<file path="config.mk">
export PLATFORM = sky130hd
export DESIGN_NAME = hex_command_line_parser
export DESIGN_NICKNAME = d
export VERILOG_FILES = /design/src/hw/rtl/hcp_pkg.sv /design/src/hw/rtl/hcp_front.sv /design/src/hw/rtl/hcp_queue.sv /design/src/hw/rtl/hcp_back.sv /design/src/hw/rtl/hex_command_line_parser.sv
export VERILOG_INCLUDE_DIRS = /design/src /design/src/hw/rtl
export SDC_FILE = /design/constraint.sdc
export NUM_CORES = 1
export LEC_CHECK = 0
export ABC_AREA = 1
export BUFFER_PORTS_ARGS = -buffer_cell sky130_fd_sc_hd__clkbuf_2
export CORE_UTILIZATION = 57
export DETAILED_ROUTE_END_ITERATION = 8
export HOLD_SLACK_MARGIN = 0.05
export PLACE_DENSITY_LB_ADDON = 0.2
export SETUP_SLACK_MARGIN = 0.4
export SLEW_MARGIN = 5
export SYNTH_ARGS = -nofsm -noshare
export SYNTH_HDL_FRONTEND = slang
export SYNTH_HIERARCHICAL = 1
export SYNTH_SLANG_ARGS = --single-unit
</file>
<file path="constraint.sdc">
create_clock -name clock -period 4.1 [get_ports clock]
set_input_delay 0.82 -clock clock [delete_from_list [all_inputs] [get_ports clock]]
set_output_delay 0.82 -clock clock [all_outputs]
set_load 0.02 [all_outputs]
</file>
<file path="src/hw/rtl/hex_command_line_parser_defines.svh">
// Assertion macros for the hex command line parser.
`ifndef HEX_COMMAND_LINE_PARSER_DEFINES_SVH
`define HEX_COMMAND_LINE_PARSER_DEFINES_SVH

// Same-cycle implication, checked at every clock edge outside reset.
`define HCP_ASSERT_IMP(lbl, clk, rst, ante, cons, msg) \
   lbl: assert property (@(posedge clk) disable iff (rst) (ante) |-> (cons)) \
      else $error(msg);

// Next-cycle implication, checked at every clock edge outside reset.
`define HCP_ASSERT_NEXT(lbl, clk, rst, ante, cons, msg) \
   lbl: assert property (@(posedge clk) disable iff (rst) (ante) |=> (cons)) \
      else $error(msg);

`endif

</file>
<file path="src/hw/rtl/hcp_pkg.sv">
// Shared types and constants of the hex command line parser.
`timescale 1ns / 1ps
`default_nettype none

package hcp_pkg;

   localparam int CHAR_W  = 8;
   localparam int COUNT_W = 10;
   localparam int STAT_W  = 3;

   localparam logic [CHAR_W-1:0]  CHAR_TERM  = 8'h00;
   localparam logic [CHAR_W-1:0]  CHAR_SPACE = 8'h20;
   localparam logic [COUNT_W-1:0] MAX_BYTES_RESET = 10'd255;

   localparam logic [STAT_W-1:0] ST_OK       = 3'd0;
   localparam logic [STAT_W-1:0] ST_EXTRA    = 3'd1;
   localparam logic [STAT_W-1:0] ST_NO_SPACE = 3'd2;
   localparam logic [STAT_W-1:0] ST_NO_HEX   = 3'd3;
   localparam logic [STAT_W-1:0] ST_TRAILING = 3'd4;

   typedef enum logic [2:0] {
      PH_CMD,
      PH_SEP,
      PH_HI,
      PH_LO,
      PH_DONE,
      PH_DISCARD
   } phase_type;

   // One classified character as it travels from front to back.
   typedef struct packed {
      logic [CHAR_W-1:0] ch;
      logic              is_term;
      logic              is_space;
      logic              is_hex;
      logic [3:0]        nib;
   } item_type;

endpackage

`default_nettype wire

</file>
<file path="src/hw/rtl/hcp_front.sv">
// Front end: takes request characters and classifies them for the parser.
`timescale 1ns / 1ps
`default_nettype none

module hcp_front
   import hcp_pkg::*;
(
   input  wire logic              req_valid,
   output logic                   req_ready,
   input  wire logic [CHAR_W-1:0] req_ch,
   output logic                   push_valid,
   input  wire logic              push_ready,
   output item_type               push_item
);

   logic       is_digit;
   logic       is_lower;
   logic       is_upper;
   logic [3:0] nib;

   always_comb begin
      is_digit = (req_ch >= 8'h30) && (req_ch <= 8'h39);
      is_lower = (req_ch >= 8'h61) && (req_ch <= 8'h66);
      is_upper = (req_ch >= 8'h41) && (req_ch <= 8'h46);
      // letters a..f and A..F share the low nibble 1..6
      if (is_digit) begin
         nib = req_ch[3:0];
      end else begin
         nib = req_ch[3:0] + 4'd9;
      end
   end

   always_comb begin
      push_item.ch       = req_ch;
      push_item.is_term  = (req_ch == CHAR_TERM);
      push_item.is_space = (req_ch == CHAR_SPACE);
      push_item.is_hex   = is_digit || is_lower || is_upper;
      push_item.nib      = nib;
   end

   assign push_valid = req_valid;
   assign req_ready  = push_ready;

endmodule

`default_nettype wire

</file>
<file path="src/hw/rtl/hcp_queue.sv">
// Short queue of classified characters between front and back.
`timescale 1ns / 1ps
`default_nettype none

module hcp_queue
   import hcp_pkg::*;
#(
   parameter int DEPTH = 4
) (
   input  wire logic     clock,
   input  wire logic     reset,
   input  wire logic     push_valid,
   output logic          push_ready,
   input  wire item_type push_item,
   output logic          pop_valid,
   input  wire logic     pop_ready,
   output item_type      pop_item
);

   localparam int AW = (DEPTH > 1) ? $clog2(DEPTH) : 1;
   localparam int CW = $clog2(DEPTH + 1);

   item_type        mem_ff [DEPTH];
   logic [AW-1:0]   wr_ptr_ff, wr_ptr_in;
   logic [AW-1:0]   rd_ptr_ff, rd_ptr_in;
   logic [CW-1:0]   count_ff, count_in;
   logic            do_push;
   logic            do_pop;

   assign push_ready = (count_ff != CW'(DEPTH));
   assign pop_valid  = (count_ff != '0);
   assign pop_item   = mem_ff[rd_ptr_ff];
   assign do_push    = push_valid && push_ready;
   assign do_pop     = pop_valid && pop_ready;

   always_comb begin
      wr_ptr_in = wr_ptr_ff;
      rd_ptr_in = rd_ptr_ff;
      count_in  = count_ff;
      if (do_push) begin
         wr_ptr_in = (wr_ptr_ff == AW'(DEPTH - 1)) ? '0 : wr_ptr_ff + AW'(1);
      end
      if (do_pop) begin
         rd_ptr_in = (rd_ptr_ff == AW'(DEPTH - 1)) ? '0 : rd_ptr_ff + AW'(1);
      end
      case ({do_push, do_pop})
         2'b10:   count_in = count_ff + CW'(1);
         2'b01:   count_in = count_ff - CW'(1);
         default: count_in = count_ff;
      endcase
   end

   always_ff @(posedge clock) begin
      if (reset) begin
         wr_ptr_ff <= '0;
         rd_ptr_ff <= '0;
         count_ff  <= '0;
      end else begin
         wr_ptr_ff <= wr_ptr_in;
         rd_ptr_ff <= rd_ptr_in;
         count_ff  <= count_in;
      end
   end

   always_ff @(posedge clock) begin
      if (do_push) begin
         mem_ff[wr_ptr_ff] <= push_item;
      end
   end

endmodule

`default_nettype wire

</file>
<file path="src/hw/rtl/hcp_back.sv">
// Back end: parser state machine, byte count limit and response register.
`timescale 1ns / 1ps
`default_nettype none

module hcp_back
   import hcp_pkg::*;
(
   input  wire logic               clock,
   input  wire logic               reset,
   input  wire logic               csr_write_enable,
   input  wire logic [COUNT_W-1:0] csr_write_data,
   input  wire logic               pop_valid,
   output logic                    pop_ready,
   input  wire item_type           pop_item,
   output logic                    rsp_valid,
   input  wire logic               rsp_ready,
   output logic                    rsp_is_line_end,
   output logic [CHAR_W-1:0]       rsp_data_byte,
   output logic [CHAR_W-1:0]       rsp_command_char,
   output logic [STAT_W-1:0]       rsp_status,
   output logic [COUNT_W-1:0]      rsp_byte_count
);

   logic [COUNT_W-1:0] max_bytes_ff;
   phase_type          phase_ff, phase_in;
   logic [CHAR_W-1:0]  cmd_ff, cmd_in;
   logic [3:0]         hi_ff, hi_in;
   logic [COUNT_W-1:0] count_ff, count_in;
   logic [STAT_W-1:0]  err_ff, err_in;

   logic               rsp_valid_ff, rsp_valid_in;
   logic               line_end_ff;
   logic [CHAR_W-1:0]  data_ff;
   logic [CHAR_W-1:0]  cmd_out_ff;
   logic [STAT_W-1:0]  status_ff;
   logic [COUNT_W-1:0] bcount_ff;

   logic               pop;
   phase_type          eff_phase;
   logic [COUNT_W-1:0] count_inc;
   logic [STAT_W-1:0]  bad_digit_err;

   logic               res_valid;
   logic               res_line_end;
   logic [CHAR_W-1:0]  res_data;
   logic [CHAR_W-1:0]  res_cmd;
   logic [STAT_W-1:0]  res_status;
   logic [COUNT_W-1:0] res_count;

   // advance only when the response register is free or being drained
   assign pop_ready = !rsp_valid_ff || rsp_ready;
   assign pop       = pop_valid && pop_ready;
   assign count_inc = count_ff + COUNT_W'(1);
   assign bad_digit_err = (count_ff == '0) ? ST_NO_HEX : ST_TRAILING;

   // a full count awaiting a high digit means the line is complete
   always_comb begin
      if ((phase_ff == PH_HI) && (count_ff >= max_bytes_ff)) begin
         eff_phase = PH_DONE;
      end else begin
         eff_phase = phase_ff;
      end
   end

   // next state
   always_comb begin
      phase_in = phase_ff;
      cmd_in   = cmd_ff;
      hi_in    = hi_ff;
      count_in = count_ff;
      err_in   = err_ff;
      if (pop) begin
         if (pop_item.is_term) begin
            phase_in = PH_CMD;
            hi_in    = '0;
            count_in = '0;
            err_in   = ST_OK;
            if (eff_phase == PH_CMD) begin
               cmd_in = '0;
            end
         end else begin
            case (eff_phase)
               PH_CMD: begin
                  cmd_in   = pop_item.ch;
                  phase_in = PH_SEP;
               end
               PH_SEP: begin
                  if (max_bytes_ff == '0) begin
                     err_in   = ST_EXTRA;
                     phase_in = PH_DISCARD;
                  end else if (pop_item.is_space) begin
                     phase_in = PH_HI;
                  end else begin
                     err_in   = ST_NO_SPACE;
                     phase_in = PH_DISCARD;
                  end
               end
               PH_HI: begin
                  if (pop_item.is_hex) begin
                     hi_in    = pop_item.nib;
                     phase_in = PH_LO;
                  end else begin
                     err_in   = bad_digit_err;
                     phase_in = PH_DISCARD;
                  end
               end
               PH_LO: begin
                  if (pop_item.is_hex) begin
                     count_in = count_inc;
                     phase_in = (count_inc >= max_bytes_ff) ? PH_DONE : PH_HI;
                  end else begin
                     err_in   = bad_digit_err;
                     phase_in = PH_DISCARD;
                  end
               end
               PH_DONE: begin
                  err_in   = ST_TRAILING;
                  phase_in = PH_DISCARD;
               end
               default: begin
                  phase_in = phase_ff;
               end
            endcase
         end
      end
   end

   // response for the popped character
   always_comb begin
      res_valid    = 1'b0;
      res_line_end = 1'b0;
      res_data     = '0;
      res_cmd      = cmd_ff;
      res_status   = ST_OK;
      res_count    = count_ff;
      if (pop_item.is_term) begin
         res_valid    = 1'b1;
         res_line_end = 1'b1;
         case (eff_phase)
            PH_CMD: begin
               res_cmd    = '0;
               res_status = (max_bytes_ff == '0) ? ST_OK : ST_NO_SPACE;
            end
            PH_SEP:  res_status = (max_bytes_ff == '0) ? ST_OK : ST_NO_SPACE;
            PH_HI:   res_status = (count_ff == '0) ? ST_NO_HEX : ST_OK;
            PH_LO:   res_status = bad_digit_err;
            PH_DONE: res_status = ST_OK;
            default: res_status = err_ff;
         endcase
      end else if ((eff_phase == PH_LO) && pop_item.is_hex) begin
         res_valid = 1'b1;
         res_data  = {hi_ff, pop_item.nib};
         res_count = count_inc;
      end
   end

   always_comb begin
      if (pop_ready) begin
         rsp_valid_in = pop && res_valid;
      end else begin
         rsp_valid_in = rsp_valid_ff;
      end
   end

   always_ff @(posedge clock) begin
      if (reset) begin
         max_bytes_ff <= MAX_BYTES_RESET;
         phase_ff     <= PH_CMD;
         cmd_ff       <= '0;
         hi_ff        <= '0;
         count_ff     <= '0;
         err_ff       <= ST_OK;
         rsp_valid_ff <= 1'b0;
      end else begin
         if (csr_write_enable) begin
            max_bytes_ff <= csr_write_data;
         end
         phase_ff     <= phase_in;
         cmd_ff       <= cmd_in;
         hi_ff        <= hi_in;
         count_ff     <= count_in;
         err_ff       <= err_in;
         rsp_valid_ff <= rsp_valid_in;
      end
   end

   always_ff @(posedge clock) begin
      if (pop && res_valid) begin
         line_end_ff <= res_line_end;
         data_ff     <= res_data;
         cmd_out_ff  <= res_cmd;
         status_ff   <= res_status;
         bcount_ff   <= res_count;
      end
   end

   assign rsp_valid        = rsp_valid_ff;
   assign rsp_is_line_end  = line_end_ff;
   assign rsp_data_byte    = data_ff;
   assign rsp_command_char = cmd_out_ff;
   assign rsp_status       = status_ff;
   assign rsp_byte_count   = bcount_ff;

endmodule

`default_nettype wire

</file>
<file path="src/hw/rtl/hex_command_line_parser.sv">
// Top level of the hex command line parser.
// Parses a command line fed one character per request, ended by a zero character: a
// command letter, a space, then hex digit pairs up to csr max_bytes (reset 255). Each
// decoded byte comes out as a data response; the terminator gives one end-of-line
// response with the first error (0 ok, 1 extra text, 2 no space, 3 no hex, 4 trailing).
// A request is taken every cycle while the queue has room: the parser state register
// updates once per character, so throughput is one character per clock while responses
// do not stall. A response is presented after its request enters the QUEUE_DEPTH-entry
// queue at the accepting edge and the back end pops it and loads the response register.
// The queue lets the request side keep going while responses stall, until it fills.
// Write max_bytes only while no request is in flight; it applies from the next character.
`timescale 1ns / 1ps
`default_nettype none

`include "hex_command_line_parser_defines.svh"

module hex_command_line_parser
   import hcp_pkg::*;
#(
   parameter int QUEUE_DEPTH = 4
) (
   input  wire logic               clock,
   input  wire logic               reset,
   input  wire logic               csr_write_enable,
   input  wire logic [COUNT_W-1:0] csr_write_data,
   input  wire logic               req_valid,
   output logic                    req_ready,
   input  wire logic [CHAR_W-1:0]  req_ch,
   output logic                    rsp_valid,
   input  wire logic               rsp_ready,
   output logic                    rsp_is_line_end,
   output logic [CHAR_W-1:0]       rsp_data_byte,
   output logic [CHAR_W-1:0]       rsp_command_char,
   output logic [STAT_W-1:0]       rsp_status,
   output logic [COUNT_W-1:0]      rsp_byte_count
);

   logic     push_valid;
   logic     push_ready;
   item_type push_item;
   logic     pop_valid;
   logic     pop_ready;
   item_type pop_item;

   hcp_front u_front (
      .req_valid  (req_valid),
      .req_ready  (req_ready),
      .req_ch     (req_ch),
      .push_valid (push_valid),
      .push_ready (push_ready),
      .push_item  (push_item)
   );

   hcp_queue #(
      .DEPTH (QUEUE_DEPTH)
   ) u_queue (
      .clock      (clock),
      .reset      (reset),
      .push_valid (push_valid),
      .push_ready (push_ready),
      .push_item  (push_item),
      .pop_valid  (pop_valid),
      .pop_ready  (pop_ready),
      .pop_item   (pop_item)
   );

   hcp_back u_back (
      .clock            (clock),
      .reset            (reset),
      .csr_write_enable (csr_write_enable),
      .csr_write_data   (csr_write_data),
      .pop_valid        (pop_valid),
      .pop_ready        (pop_ready),
      .pop_item         (pop_item),
      .rsp_valid        (rsp_valid),
      .rsp_ready        (rsp_ready),
      .rsp_is_line_end  (rsp_is_line_end),
      .rsp_data_byte    (rsp_data_byte),
      .rsp_command_char (rsp_command_char),
      .rsp_status       (rsp_status),
      .rsp_byte_count   (rsp_byte_count)
   );

   `HCP_ASSERT_IMP(a_data_rsp_shape, clock, reset, rsp_valid && !rsp_is_line_end, (rsp_status == ST_OK) && (rsp_byte_count != '0), "data response with error status or zero count")
   `HCP_ASSERT_IMP(a_end_rsp_shape, clock, reset, rsp_valid && rsp_is_line_end, (rsp_data_byte == '0) && (rsp_status <= ST_TRAILING), "end-of-line response with data or bad status")
   `HCP_ASSERT_IMP(a_ready_fall, clock, reset, $fell(req_ready), $past(req_valid && req_ready), "queue filled without a request")
   `HCP_ASSERT_NEXT(a_rsp_held, clock, reset, rsp_valid && !rsp_ready, rsp_valid, "stalled response dropped")

endmodule

`default_nettype wire
</file>
==> out/results.env <==
STATUS='finished, violations left'
VIOLATIONS='DRC'
ROUTE.DETAILED.DRC=5
CTS_MAX_PATH_BUFFERS=2
FINAL_CELLS=938
YOSYS.CELL_TYPES.COUNT=41
NUMBER_OF_ANTENNA_VIOLATIONS_AT_THE_FIRST_CHECK_IN_GLOBAL_ROUTING=0
WORSTHOLDPATHTYPE='flop to flop'
POST-CTS-SETUP-BUFFER-COUNT=0
PERIOD_NEEDED_NS=3.06
SYNTH.NET_COUNT=788
CTS.HOLD.BUFFERS_ADDED=0
NETLIST_INSTANCES=732
SYNTH_WARNINGS=6
ANTENNA-DIODE-COUNT=0
IRDROPWORSTVDD_uV=376
TOTAL_POWER_mW=5.33
GROUTE.USAGE.OVERALL=0.233
FILL_CELLS=905
PIN_COUNT=55
CTS.HTREE.LEVELS=4
YS_TOP_CELLS_BY_AREA='sky130_fd_sc_hd__edfxtp_1 40%, sky130_fd_sc_hd__dfxtp_1 14%, sky130_fd_sc_hd__nand2_1 6.8%'
CP.REQUIRED_NS=4.19
ROW_COUNT=39
GRT_FIRST_PASS_WIRELENGTH_MM=22.3
DIE_WIDTH_UM=112
STATIC-LEAKAGE-POWER_nW=3.28
DETAILEDPLACEMENTHPWL_MM=9.72
PINS_OVER_SLEW_LIMIT=0
CLOCK_PIN_SLEW_WORST_SETUP_AND_HOLD_PATHS_NS=0.06
PLACED_CELLS=906
NETLIST_AREA_MM2=0.00684
CRIT_SLOWEST_CELL='sky130_fd_sc_hd__dfxtp_1'
DPL_CELL_AREA_MM2=0.00715
CRITICAL_PATH_CLASS='flop to flop'
DRT_WL_TOTAL_MM=13.5
SYNTHTOLAYOUTAREAGROWTH_PCT=12.9
DIE_AREA_MM2=0.0124
GRT_MAX_DEGREE=32
CRITPATHCAPTURETYPE='flop'
TIMING.CRITICAL_PATH.ARRIVAL_NS=3.15
GLOBAL_ROUTE.OVERFLOW_TOTAL=0
DRTPASS1ITERATIONS=7
HOLDWS_NS=0.463
WORST_SKEW_PAIR.LATE_LATENCY_NS=0.42
DRT_ITER0_DRC=325
SETUP_VIOLATIONS=0
TIMING.FMAX_MHz=327
FINAL_CORE_UTIL=0.668
FINALSETUPTNS_NS=0
FINAL_HOLD_VIOL_COUNT=0
PATH_CELLS='o21ai_1 -> o22ai_1 -> inv_2 -> a21oi_4 -> buf_4'
RSZ0062_AT_GRT='no'
SYNTH.TOP_CELL.AREA_SHARE=0.395
NNETSFINAL=838
PRECTSSETUPSLACK_NS=1.07
MAX_CAP_VIOLATIONS=0
START_UTIL=0.591
YOSYS_REGISTER_BITS=138
POWER-PER-CELL-AREA_mW_PER_MM2=690
DETAIL_ROUTE.VIAS_PER_CELL=5.33
VIA_COUNT_OF_THE_FIRST_GLOBAL_ROUTING_PASS=4791
POST_CTS_RESIZE_COUNT=0
TIMING.FINAL.WS_SETUP_NS=1.04
TIMING.FINAL.CRIT_SHARE=0.746
FINALWEIGHTEDCONGESTION=0.913
DRTANTENNAVIOLNETS=0
MIN-DELAY-START='u_back/hi_ff[3]'
MAX_STAGE_DELAY_NS=1.04
IO_BUFFER_COUNT=54
AREA_OF_ALL_PLACED_CELLS_WITHOUT_FILLERS_MM2=0.00772
SLEW_HEADROOM=0.265
WORST_PIN_SLEW_NS=1.10
DIE_H_UM=112
NETLIST.TOP_CELL.BY_AREA='sky130_fd_sc_hd__edfxtp_1'
AVGSYNTHCELLAREA_UM2=9.34
CLOCK_TREE_FROM_TRITONCTS='done'
CRITPATHMAXFANOUT=31
VIA_COUNT=5002
CTS_ROOT_BUFFER='sky130_fd_sc_hd__clkbuf_16'
FIN_SKEW_NS=0.00642
CORE_MM2=0.0116
DRIVE_ABOVE_1_SHARE=0.187
WORST_SETUP_START_KIND='flop'
YOSYSSEQAREASHARE=0.536
CTS_BUFFERS=17
ROUTE.DETAILED.WL_PER_INST_UM=14.4
TRITONCTS_NUM_SINKS=138
-- state kept, by name, summed over array words and instances (netlist names), named ones only --
register / cells
u_queue/mem_ff: 60
u_back/count_ff: 10
u_back/max_bytes_ff: 10
u_back/rsp_byte_count: 10
u_back/cmd_ff: 8
u_back/rsp_command_char: 8
u_back/rsp_data_byte: 8
u_back/hi_ff: 4
u_back/err_ff: 3
u_back/phase_ff: 3
u_back/rsp_status: 3
u_queue/count_ff: 3
u_queue/rd_ptr_ff: 2
u_queue/wr_ptr_ff: 2
u_back/rsp_is_line_end: 1
u_back/rsp_valid: 1
-- report_power, final --
part	leakage, nW	switching (mW)	internal, mW
Combinational	1.76	1.27	0.568
Clock	0.271	0.557	0.908
Sequential	1.24	0.191	1.84
Total	3.28	2.02	3.32
-- cell usage after synthesis (all sizes together) --
library cell  instances
a21o                  1
a21oi                53
a31oi                 1
and2                  1
buf                  22
clkbuf                8
dfxtp                48
edfxtp               90
fa                    1
ha                   32
inv                  97
nand2               132
nand3                40
nand3b                3
nand4                 9
nor2                106
nor3                  7
o211ai                1
o21a                  1
o21ai                56
o21bai                1
o22ai                15
xor2                  7
-- logic make-up after synthesis --
logic type / Yosys count / share of synthesized area
flops: 138 / 0.536
xor+xnor: 7 / 0.0101
compound gates: 129 / 0.117
simple gates: 298 / 0.194
buf+inv: 127 / 0.0818
fa+ha+maj: 33 / 0.0615
-- layer usage --
| layer | vias up | track usage | share of wire |
|---|---|---|---|
| li1 | 2530 | - | - |
| met1 | 2313 | 0.299 | 0.46 |
| met2 | 135 | 0.365 | 0.46 |
| met3 | 24 | 0.0610 | 0.058 |
| met4 | 0 | 0.123 | 0.023 |
| met5 | - | 0 | 0 |
-- cell type report --
cell class | instances | area (µm²) | area share
clock buffer | 21 | 450 | 0.0583
clock inverter | 11 | 123 | 0.0159
inverter | 97 | 369 | 0.0478
multi-input combinational | 467 | 2620 | 0.339
sequential | 138 | 3660 | 0.474
tap | 143 | 179 | 0.0232
timing repair buffer | 61 | 323 | 0.0418
-- critical path, delay by kind of cell (launching register included) --
kind            cells  cell delay, ns
buf+inv             2            0.50
compound gates      3            1.17
flops               1            1.04
-- final timing paths --
kind | endpoint | cells after the start | slack, ns
max | u_back/rsp_command_char[2] | 5 | 1.04
min | u_back/hi_ff[3] | 2 | 0.46
max reg2reg | u_back/rsp_command_char[2] | 5 | 1.04
min reg2reg | u_back/hi_ff[3] | 2 | 0.46
-- layout by cell type, fill, tap and decap left out, drive strengths merged, types with 2 or more instances in the layout --
cell type	synthesis	routed
clkinvlp	0	3
edfxtp	90	90
nor3	7	7
o22ai	15	15
ha	32	32
nor2	106	106
clkbuf	8	75
buf	22	7
clkinv	0	5
a21oi	53	53
inv	97	98
nand4	9	9
dfxtp	48	48
o21ai	56	56
bufinv	0	2
nand2	132	132
nand3	40	40
xor2	7	7
nand3b	3	3
Power figures use the tool's default switching activity.
